<file path="src/hw/rtl/length_prefixed_byte_stack_unit_macros.svh">
// Assertion macros for the length-prefixed byte stack unit.
// Expects clk and rst in the scope where a macro is used.
`ifndef LENGTH_PREFIXED_BYTE_STACK_UNIT_MACROS_SVH
`define LENGTH_PREFIXED_BYTE_STACK_UNIT_MACROS_SVH

// Same-cycle implication, disabled during reset.
`define LPBS_ASSERT_IMPLY(label, ante, cons, msg) \
  label: assert property (@(posedge clk) disable iff (rst) (ante) |-> (cons)) \
    else $error(msg);

// Next-cycle implication, disabled during reset.
`define LPBS_ASSERT_NEXT(label, ante, cons, msg) \
  label: assert property (@(posedge clk) disable iff (rst) (ante) |=> (cons)) \
    else $error(msg);

`endif

</file>
<file path="src/hw/rtl/lpbs_pkg.sv">
// Shared types and constants for the length-prefixed byte stack unit.
// No dependencies.
`timescale 1ns / 1ps

package lpbs_pkg;

  localparam int MAX_OUT     = 32;
  localparam int QUEUE_DEPTH = 2;

  localparam logic [2:0] MODE_PUSH  = 3'd0;
  localparam logic [2:0] MODE_POP   = 3'd1;
  localparam logic [2:0] MODE_PEEK  = 3'd2;
  localparam logic [2:0] MODE_CLEAR = 3'd3;
  localparam logic [2:0] MODE_CHECK = 3'd4;

  localparam logic [1:0] STATUS_OK    = 2'd0;
  localparam logic [1:0] STATUS_FULL  = 2'd1;
  localparam logic [1:0] STATUS_EMPTY = 2'd2;

  typedef enum logic [2:0] {
    OP_PUSH,
    OP_POP,
    OP_PEEK,
    OP_CLEAR,
    OP_CHECK,
    OP_NOP
  } op_t;

  typedef struct packed {
    op_t        op;
    logic [7:0] data_byte;
    logic [5:0] length;
  } cmd_t;

  typedef enum logic [1:0] {
    ST_IDLE,
    ST_HDR_WRITE,
    ST_HDR_READ,
    ST_BYTES
  } state_t;

endpackage

</file>
<file path="src/hw/rtl/lpbs_front.sv">
// Front end: takes requests, decodes the mode and queues commands.
// Depends on lpbs_pkg.
`timescale 1ns / 1ps

module lpbs_front import lpbs_pkg::*; (
  input  logic       clk,
  input  logic       rst,
  input  logic       start,
  input  logic [2:0] mode,
  input  logic [7:0] data_byte,
  input  logic [5:0] length,
  output logic       busy,
  output cmd_t       head,
  output logic       head_valid,
  input  logic       deq
);

  localparam int PW = (QUEUE_DEPTH > 1) ? $clog2(QUEUE_DEPTH) : 1;
  localparam int CW = $clog2(QUEUE_DEPTH + 1);

  cmd_t          q [QUEUE_DEPTH];
  cmd_t          cmd_in;
  logic [PW-1:0] wptr;
  logic [PW-1:0] rptr;
  logic [CW-1:0] count;
  logic          enq;

  always_comb begin
    cmd_in.data_byte = data_byte;
    cmd_in.length    = length;
    case (mode)
      MODE_PUSH:  cmd_in.op = OP_PUSH;
      MODE_POP:   cmd_in.op = OP_POP;
      MODE_PEEK:  cmd_in.op = OP_PEEK;
      MODE_CLEAR: cmd_in.op = OP_CLEAR;
      MODE_CHECK: cmd_in.op = OP_CHECK;
      default:    cmd_in.op = OP_NOP;
    endcase
  end

  assign busy       = (count == CW'(QUEUE_DEPTH));
  assign enq        = start && !busy;
  assign head       = q[rptr];
  assign head_valid = (count != '0);

  always_ff @(posedge clk) begin
    if (rst) begin
      wptr  <= '0;
      rptr  <= '0;
      count <= '0;
    end else begin
      if (enq) begin
        wptr <= (wptr == PW'(QUEUE_DEPTH - 1)) ? '0 : wptr + PW'(1);
      end
      if (deq) begin
        rptr <= (rptr == PW'(QUEUE_DEPTH - 1)) ? '0 : rptr + PW'(1);
      end
      case ({enq, deq})
        2'b10:   count <= count + CW'(1);
        2'b01:   count <= count - CW'(1);
        default: count <= count;
      endcase
    end
  end

  always_ff @(posedge clk) begin
    if (enq) begin
      q[wptr] <= cmd_in;
    end
  end

endmodule

</file>
<file path="config.mk">
export PLATFORM = sky130hd
export DESIGN_NAME = lpbs_front
export DESIGN_NICKNAME = d
export VERILOG_FILES = /design/src/hw/rtl/length_prefixed_byte_stack_unit_macros.svh /design/src/hw/rtl/lpbs_pkg.sv /design/src/hw/rtl/lpbs_front.sv
export SDC_FILE = /design/constraint.sdc
export NUM_CORES = 1
export LEC_CHECK = 0
export CAP_MARGIN = 20
export CORE_ASPECT_RATIO = 0.9
export CORE_MARGIN = 4
export CORE_UTILIZATION = 40
export CTS_CLUSTER_DIAMETER = 30
export CTS_CLUSTER_SIZE = 8
export DETAILED_ROUTE_END_ITERATION = 7
export DONT_BUFFER_PORTS = 1
export HOLD_SLACK_MARGIN = 0.02
export SLEW_MARGIN = 0
export SYNTH_ARGS = -nofsm -noshare
export SYNTH_HDL_FRONTEND = slang
export SYNTH_SLANG_ARGS = --single-unit
</file>
<file path="constraint.sdc">
create_clock -name clk -period 1.5 [get_ports clk]
set_input_delay 0.225 -clock clk [delete_from_list [all_inputs] [get_ports clk]]
set_output_delay 0.225 -clock clk [all_outputs]
set_load 0.02 [all_outputs]
</file>
### Word-level counts from Yosys, hierarchy flattened

Memory sizes are Yosys's and may differ from the RTL's. A register that Yosys moved wholly into a read port is not among the register bits.
Cells that the tools add are included.

* muxes and demuxes: 8
* $add $sub $neg: 4
* reduce and logical (&&, ||, !) cells: 5
* equality and inequality tests: 7

Operators with widths (number)
* 3-bit one-hot mux with 5 select lines: 1
* 3-bit by 2-bit == test with 1-bit output, second input constant: 2
* 1-bit two-way mux: 6
* 2-bit == test, second input constant: 2
* 2-bit one-hot mux with 2 select lines: 1
* 2-bit nonzero test: 2
* 3-bit by 1-bit == test with 1-bit output, second input constant: 1
* 3-bit == test, second input constant: 1
* 3-bit zero test: 1
* 1-bit adder, second input constant: 2
* 2-bit by 1-bit adder with 2-bit output, second input constant: 1
* 2-bit by 1-bit == test with 1-bit output, second input constant: 1
* 2-bit by 1-bit subtractor with 2-bit output, second input constant: 1
* 1-bit logical AND: 1
* 1-bit zero test: 1

* memories kept: 1
* bits in writable memories: 34
* register bits after elaboration: 4

Memories
* q: depth 2, width 17, read ports 1, clocked after Yosys merged registers in 1, wr ports 1, line lpbs_front.sv:21 `cmd_t q [QUEUE_DEPTH];`

### Depth between registers and ports, before layout

Gate-level depths: netlist of run 1.

* depth in word-level cells: 5
* gate-level depth with buffers: 6
* mapped depth without buffers: 6

### Least setup slack after synthesis of run 1

Ideal clock, no wire load.

* path type: register -> register
* start point: register count[0]
* end point: memory q[0][0] (netlist bit) (enable)
* arrival: 1260 ps
* stages on the path, launching flop included: 5
* library setup time: 369 ps
* slack: -128 ps
* required time: 1131 ps
* clock period less this slack: 1628 ps
* cells stage by stage: dfxtp_1 > nand2b_2 > inv_2 > or3_1 > inv_1

* word-level cells in the longest chain between the ends: 5

Ends and longest elaborated chain
* start, declared: line lpbs_front.sv:25 `logic [CW-1:0] count;`
* start signal, assigned: line lpbs_front.sv:59 `2'b10: count <= count + CW'(1);`
* start signal, assigned: line lpbs_front.sv:60 `2'b01: count <= count - CW'(1);`
* start signal, assigned: line lpbs_front.sv:61 `default: count <= count;`
* 2-bit == test: line lpbs_front.sv:41 `assign busy = (count == CW'(QUEUE_DEPTH));`
* named net busy: line lpbs_front.sv:12 `output logic busy,`
* 1-bit zero test: line lpbs_front.sv:42 `assign enq = start && !busy;`
* 1-bit logical AND: line lpbs_front.sv:42
* 1-bit two-way mux: line lpbs_front.sv:67 `if (enq) begin`
* 1-bit two-way mux (implied by the code): line lpbs_front.sv:68 `q[wptr] <= cmd_in;`
* end, declared: line lpbs_front.sv:21

The timed path passes the listed nets, and every way through them passes these cells.

==> results of run 1 <==
==> routing by layer <==
metal,vias to the layer above,global-route usage (%)
met5,-,0
met4,0,7.746
met3,6,6.575
li1,352,-
met2,24,18.00
met1,342,10.13
==> final timing paths <==
path / start / end / slack [ns] / depth (start not counted)
worst min register to register: wptr$_SDFFE_PP0P_ / wptr$_SDFFE_PP0P_ / 0.50 / 2
worst min-delay path: data_byte[4] / q[0][10]$_DFFE_PP_ / 0.04 / 0
worst max register to register: count[0]$_SDFFE_PP0P_ / q[0][10]$_DFFE_PP_ / 0.08 / 5
worst max-delay path: flip-flop / head[5] / 0.05 / 2
==> power groups by stage <==
stage	logic (mW)	registers [mW]	clock network, mW
floorplan	0.303	1.34	0
global placement	0.384	1.35	0
detailed placement	0.386	1.35	0
CTS	0.434	1.33	1.02
global route	0.476	1.34	1.08
finish	0.442	1.33	0.996
==> critical path, stage by stage, from the launching register on <==
cell     delay, ns
dfxtp_1       0.36
buf_12        0.16
mux2_2        0.41
==> sequential cells by signal, summed over array words and instances, names as in the netlist, named ones only <==
register	count
wptr	1
count	2
q	34
rptr	1
==> placed cells by master (no fill, tap or decap), types with 2 or more instances in the layout <==
| cell | count |
|---|---|
| edfxtp_1 | 34 |
| mux2_2 | 17 |
| dlygate4sd3_1 | 17 |
| dfxtp_1 | 5 |
| clkbuf_8 | 5 |
| nor2_1 | 3 |
| buf_12 | 3 |
| or3_1 | 2 |
| xnor2_1 | 2 |
| o21ai_0 | 2 |
| a21oi_1 | 2 |
| bufinv_16 | 2 |
| buf_4 | 2 |
==> per-stage QoR <==
stage	setup WS, ns	cells
6_report	0.05355	152
5_1_grt	0.0002247	152
4_1_cts	0.03705	145
3_5_place_dp	-0.006871	126
3_3_place_gp	0.02663	126
2_1_floorplan	0.005426	81
==> repair_timing <==
item,CTS,global route
hold buffers,10,7
buffers inserted,1,0
hold endpoints to repair,21,12
setup endpoints to repair,17,0
==> cells by family after synthesis <==
logic type | count (synthesis)
compound gates | 5
flops | 39
xor+xnor | 3
fa+ha+maj | 1
buf+inv | 6
mux | 17
simple gates | 10
==> area by class of cell <==
class | count | area, um2
fillers | 284 | 1572
flip-flops and latches | 39 | 1121
multi-input cells | 36 | 312.8
repair buffers | 22 | 245.2
clock buffers | 6 | 72.57
clock inverters | 2 | 60.06
well taps | 44 | 55.05
inverters | 3 | 15.01
==> results.tsv, run 1 <==
metric	value	unit
outcome	finished clean	
largest family of logic cells by synthesized area	multiplexers	
Slew headroom	86.19	%
residual DRC count	0	
area share of the largest cell type after synthesis	69.98	%
highest clock rate	0.6913	GHz
multiplexer share of the synthesized area	13.12	%
Met2 Routed Length	1276	um
Die Span X	71.66	um
startpoint types	flip-flop	
Max Cap Viol	0	
GRT overflow	0	
compound-gate portion of the synthesized area	1.887	%
worst hold slack	0.03856	ns
Post-synth EDFFs	34	
Post-synth top cells	edfxtp_1, mux2_2, dfxtp_1, nor2_1	
vias in the first global route	731	
drt wl/cell	15.34	um
CP arrival	1.22	ns
Max Slew Vio Count	0	
Final setup viols	0	
nets	129	
asr flop ratio synth	0	%
WL met3	234	um
worst skew pair latency	0.29	ns
Hold Crit Class	primary input to flip-flop	
Post-Syn Instances	81	
synthesized area	0.001459	mm2
worst setup path category	flip-flop to output port	
I/O pin cnt	40	
starting density of the core	42.25	%
maximum VDD drop	631.9	uV
WL final	2331	um
# resized after CTS	0	
via count	724	
DP Area	0.001559	mm2
Clock power frac	36.0	%
Final Cycle Share	96.43	%
GRT Total Usage	11.02	%
sum of negative setup slack	0	ns
total power	2.764	mW
nature of the critical path endpoint	output port	
P_int	2.150	mW
Max Root-Sink Buffers	2	
Inserted Diodes	0	
Reg power frac	48.0	%
Die Y-Extent	65.30	um
Final HPWL DP	1536	um
PwrDens	1469	mW/mm2
Net Sw Frac	22.21	%
first-pass GRT wire length	3622	um
CTS Sinks	39	
prevailing post-synth register cell	edfxtp_1	
H-tree depth	2	
Syn Area/Cell	18.01	um2
Metal-1 WL	790	um
share of cells above drive strength 1	30.56	%
CTS tree	yes	
CTS root buf	clkbuf_8	
Final Core Density	54.49	%
yosys warns	0	
crit-path max FO	17	
TritonRoute pass-1 iters	4	
Vias per Instance	4.763	
final antenna-violating net count	0	
post-synthesis xor/xnor area fraction	1.801	%
area delta synth->final	28.99	%
Yosys reg bits	39	
Seq/Total Area, Yosys	76.84	%
gpl congestion	0.6835	
largest cells by area after synthesis	edfxtp_1, mux2_2, dfxtp_1, xnor2_1, ha_1	
min Tclk post-route	1.446	ns
Post-Syn Nets	103	
synth unique cells	20	
initial antenna violation count	0	
Worst Tran Pin Value	0.2056	ns
final instance area	0.001882	mm2
final hold vios	0	
pin count of the biggest net entering global routing	18	
Comb pwr share	16.0	%
P_sw	0.6138	mW
Port-buffer cells	0	
simple-gate share of the synthesized area	3.774	%
Core ar.	0.003453	mm2
Leak	0.6626	nW
DIE AREA	0.004679	mm2
RSZ-0062 raised after global routing	no	
DR iter-0 viols	10	
number of buffers created by CTS	5	
setup skew after layout	0.007381	ns
most instantiated library cell after synthesis	edfxtp_1	
max layer used	met4	
Adder-Cell Fraction of Synth Area	0.8576	%
cell taking the most area after synthesis	edfxtp_1	
Crit path required time	1.27	ns
Site Rows	20	
clock slew at reported path FFs	0.07	ns
No activity file was read; power rests on OpenSTA's default activity.
==> run 2, diff against run 1 <==
Settings changed: GPL_TIMING_DRIVEN set to 0.
Clock period 1.5 ns to 1.33 ns, I/O delays scaled along.
==> results.tsv, run 2 (synthesis results as in run 1) <==
metric	value	unit	change
outcome	complete, but fails checks		
failing checks	negative setup slack		
GRT overflow	0		unchanged
min Tclk post-route	1.437	ns	
DR iter-0 viols	69		+59
top flop regs	q x34, count x2		
nature of the critical path endpoint	output port		
Site Rows	20		unchanged
gpl congestion	0.6491		-5.0%
via count	738		+1.9%
maximum VDD drop	974.3	uV	+54%
TritonRoute pass-1 iters	2		-2
Hold Crit Class	primary input to flip-flop		
vias in the first global route	810		+11%
Fill cells	269		-5.3%
RR Startpoint	count[0]$_SDFFE_PP0P_		
RSZ-0062 raised after global routing	yes		
Die Y-Extent	65.30	um	unchanged
worst skew pair latency	0.28	ns	about the same
first-pass GRT wire length	3712	um	+2.5%
Final setup viols	33		+33
Max Root-Sink Buffers	2		unchanged
CTS root buf	clkbuf_8		
setup skew after layout	0.001455	ns	-0.005926 ns
H-tree depth	2		unchanged
pre-CTS WS	-0.2356	ns	-0.2288 ns
multi-input logic area	400.4	um2	+28%
PwrDens	1625	mW/mm2	+11%
Max Slew Vio Count	0		unchanged
sum of negative setup slack	-2.556	ns	-2.556 ns
nets	129		unchanged
initial antenna violation count	0		unchanged
met1 usage	10.75	%	+0.62 points
starting density of the core	42.25	%	unchanged
Vias per Instance	4.855		+1.9%
crit-path max FO	10		-7
highest clock rate	0.6957	GHz	
gr busiest metal	met2		
Slew headroom	83.00	%	-3.2 points
final antenna-violating net count	0		unchanged
clock slew at reported path FFs	0.07	ns	about the same
Max Cap Viol	0		unchanged
PnR worst setup slack	-0.1075	ns	-0.1610 ns
drt wl/cell	15.02	um	-2.1%
pin count of the biggest net entering global routing	18		unchanged
CTS tree	yes		
Inserted Diodes	0		unchanged
CP arrival	1.24	ns	+0.02 ns
Reg area	0.001125	mm2	+0.33%
GRT Total Usage	11.06	%	+0.040 points
routing usage on met2	18.81	%	+0.80 points
area delta synth->final	35.51	%	
M3 GR Usage	5.199	%	-1.4 points
Final Cycle Share	108.1	%	
worst setup path category	flip-flop to output port		
residual DRC count	0		unchanged
final hold vios	0		unchanged
Core ar.	0.003453	mm2	unchanged
Worst Tran Pin Value	0.2550	ns	+0.04934 ns
Top reg by flops	q		
commonest cells after routing, fill and taps aside	edfxtp_1, dlygate4sd3_1, mux2_4, mux2_2, clkbuf_8		
share of cells above drive strength 1	38.89	%	+8.3 points
Crit path required time	1.13	ns	-0.14 ns
WL final	2283	um	-2.1%
Final Core Density	57.25	%	+2.8 points
number of buffers created by CTS	5		unchanged
Die Span X	71.66	um	unchanged
max reg flops	34		unchanged
most common cell after layout, fill and taps aside	edfxtp_1		
DIE AREA	0.004679	mm2	unchanged
Port-buffer cells	0		unchanged
total power	3.212	mW	+16%
CTS Sinks	39		unchanged
startpoint types	flip-flop		
Leak	0.7158	nW	+8.0%
I/O pin cnt	40		unchanged
Hold Startpoint	deq		
[run 2: layout make-up]
class	instances	area share, %
flip-flops and latches	39	56.90
multi-input cells	36	20.25
repair buffers	19	10.38
clock buffers	6	3.671
clock inverters	2	3.038
well taps	44	2.785
plain buffers	3	1.962
inverters	3	1.013
[run 2: report_power, final]
| part | internal, mW | switching (mW) | leakage [nW] |
|---|---|---|---|
| sequential | 1.47 | 0.0373 | 0.360 |
| combinational | 0.282 | 0.308 | 0.290 |
| clock | 0.749 | 0.370 | 0.0654 |
[run 2: worst paths after layout]
| path | end | slack, ns | cells past startpoint |
|---|---|---|---|
| setup / recovery | head[9] | -0.11 | 3 |
| hold / removal | rptr$_SDFFE_PP0P_ | 0.09 | 2 |
| setup reg to reg | q[0][8]$_DFFE_PP_ | -0.09 | 5 |
| hold reg to reg | wptr$_SDFFE_PP0P_ | 0.50 | 2 |
[run 2: layer usage]
| metal | part of all wire (%) | routed length [um] | vias up |
|---|---|---|---|
| met2 | 51 | 1171 | 30 |
| met3 | 11 | 249 | 5 |
| li1 | - | - | 353 |
| met4 | 2.1 | 47 | 0 |
| met1 | 36 | 815 | 350 |
| met5 | 0 | 0 | - |
[run 2: worst max-delay path, cell delays in order, from the launching register on]
cell and delay, ns:
dfxtp_2 0.33, buf_8 0.13, buf_12 0.15, mux2_4 0.34
[run 2: what timing repair did]
action / CTS / global route
endpoints found under the setup margin: 52 / 52
pin swaps: 0 / 1
setup buffers: 3 / 1
hold endpoints to repair: 33 / 0
resized for setup: 19 / 7
hold buffers: 15 / 0
[run 2: stage by stage]
| stage | instances | area [um2] | hold WS, ns |
|---|---|---|---|
| after floorplan | 81 | 1490 | 0.2645 |
| after global placement | 125 | 1545 | 0.2663 |
| after detailed placement | 125 | 1545 | 0.2716 |
| after CTS | 151 | 1939 | 0.08022 |
| after global routing | 152 | 1977 | 0.08462 |
| final | 152 | 1977 | 0.08689 |
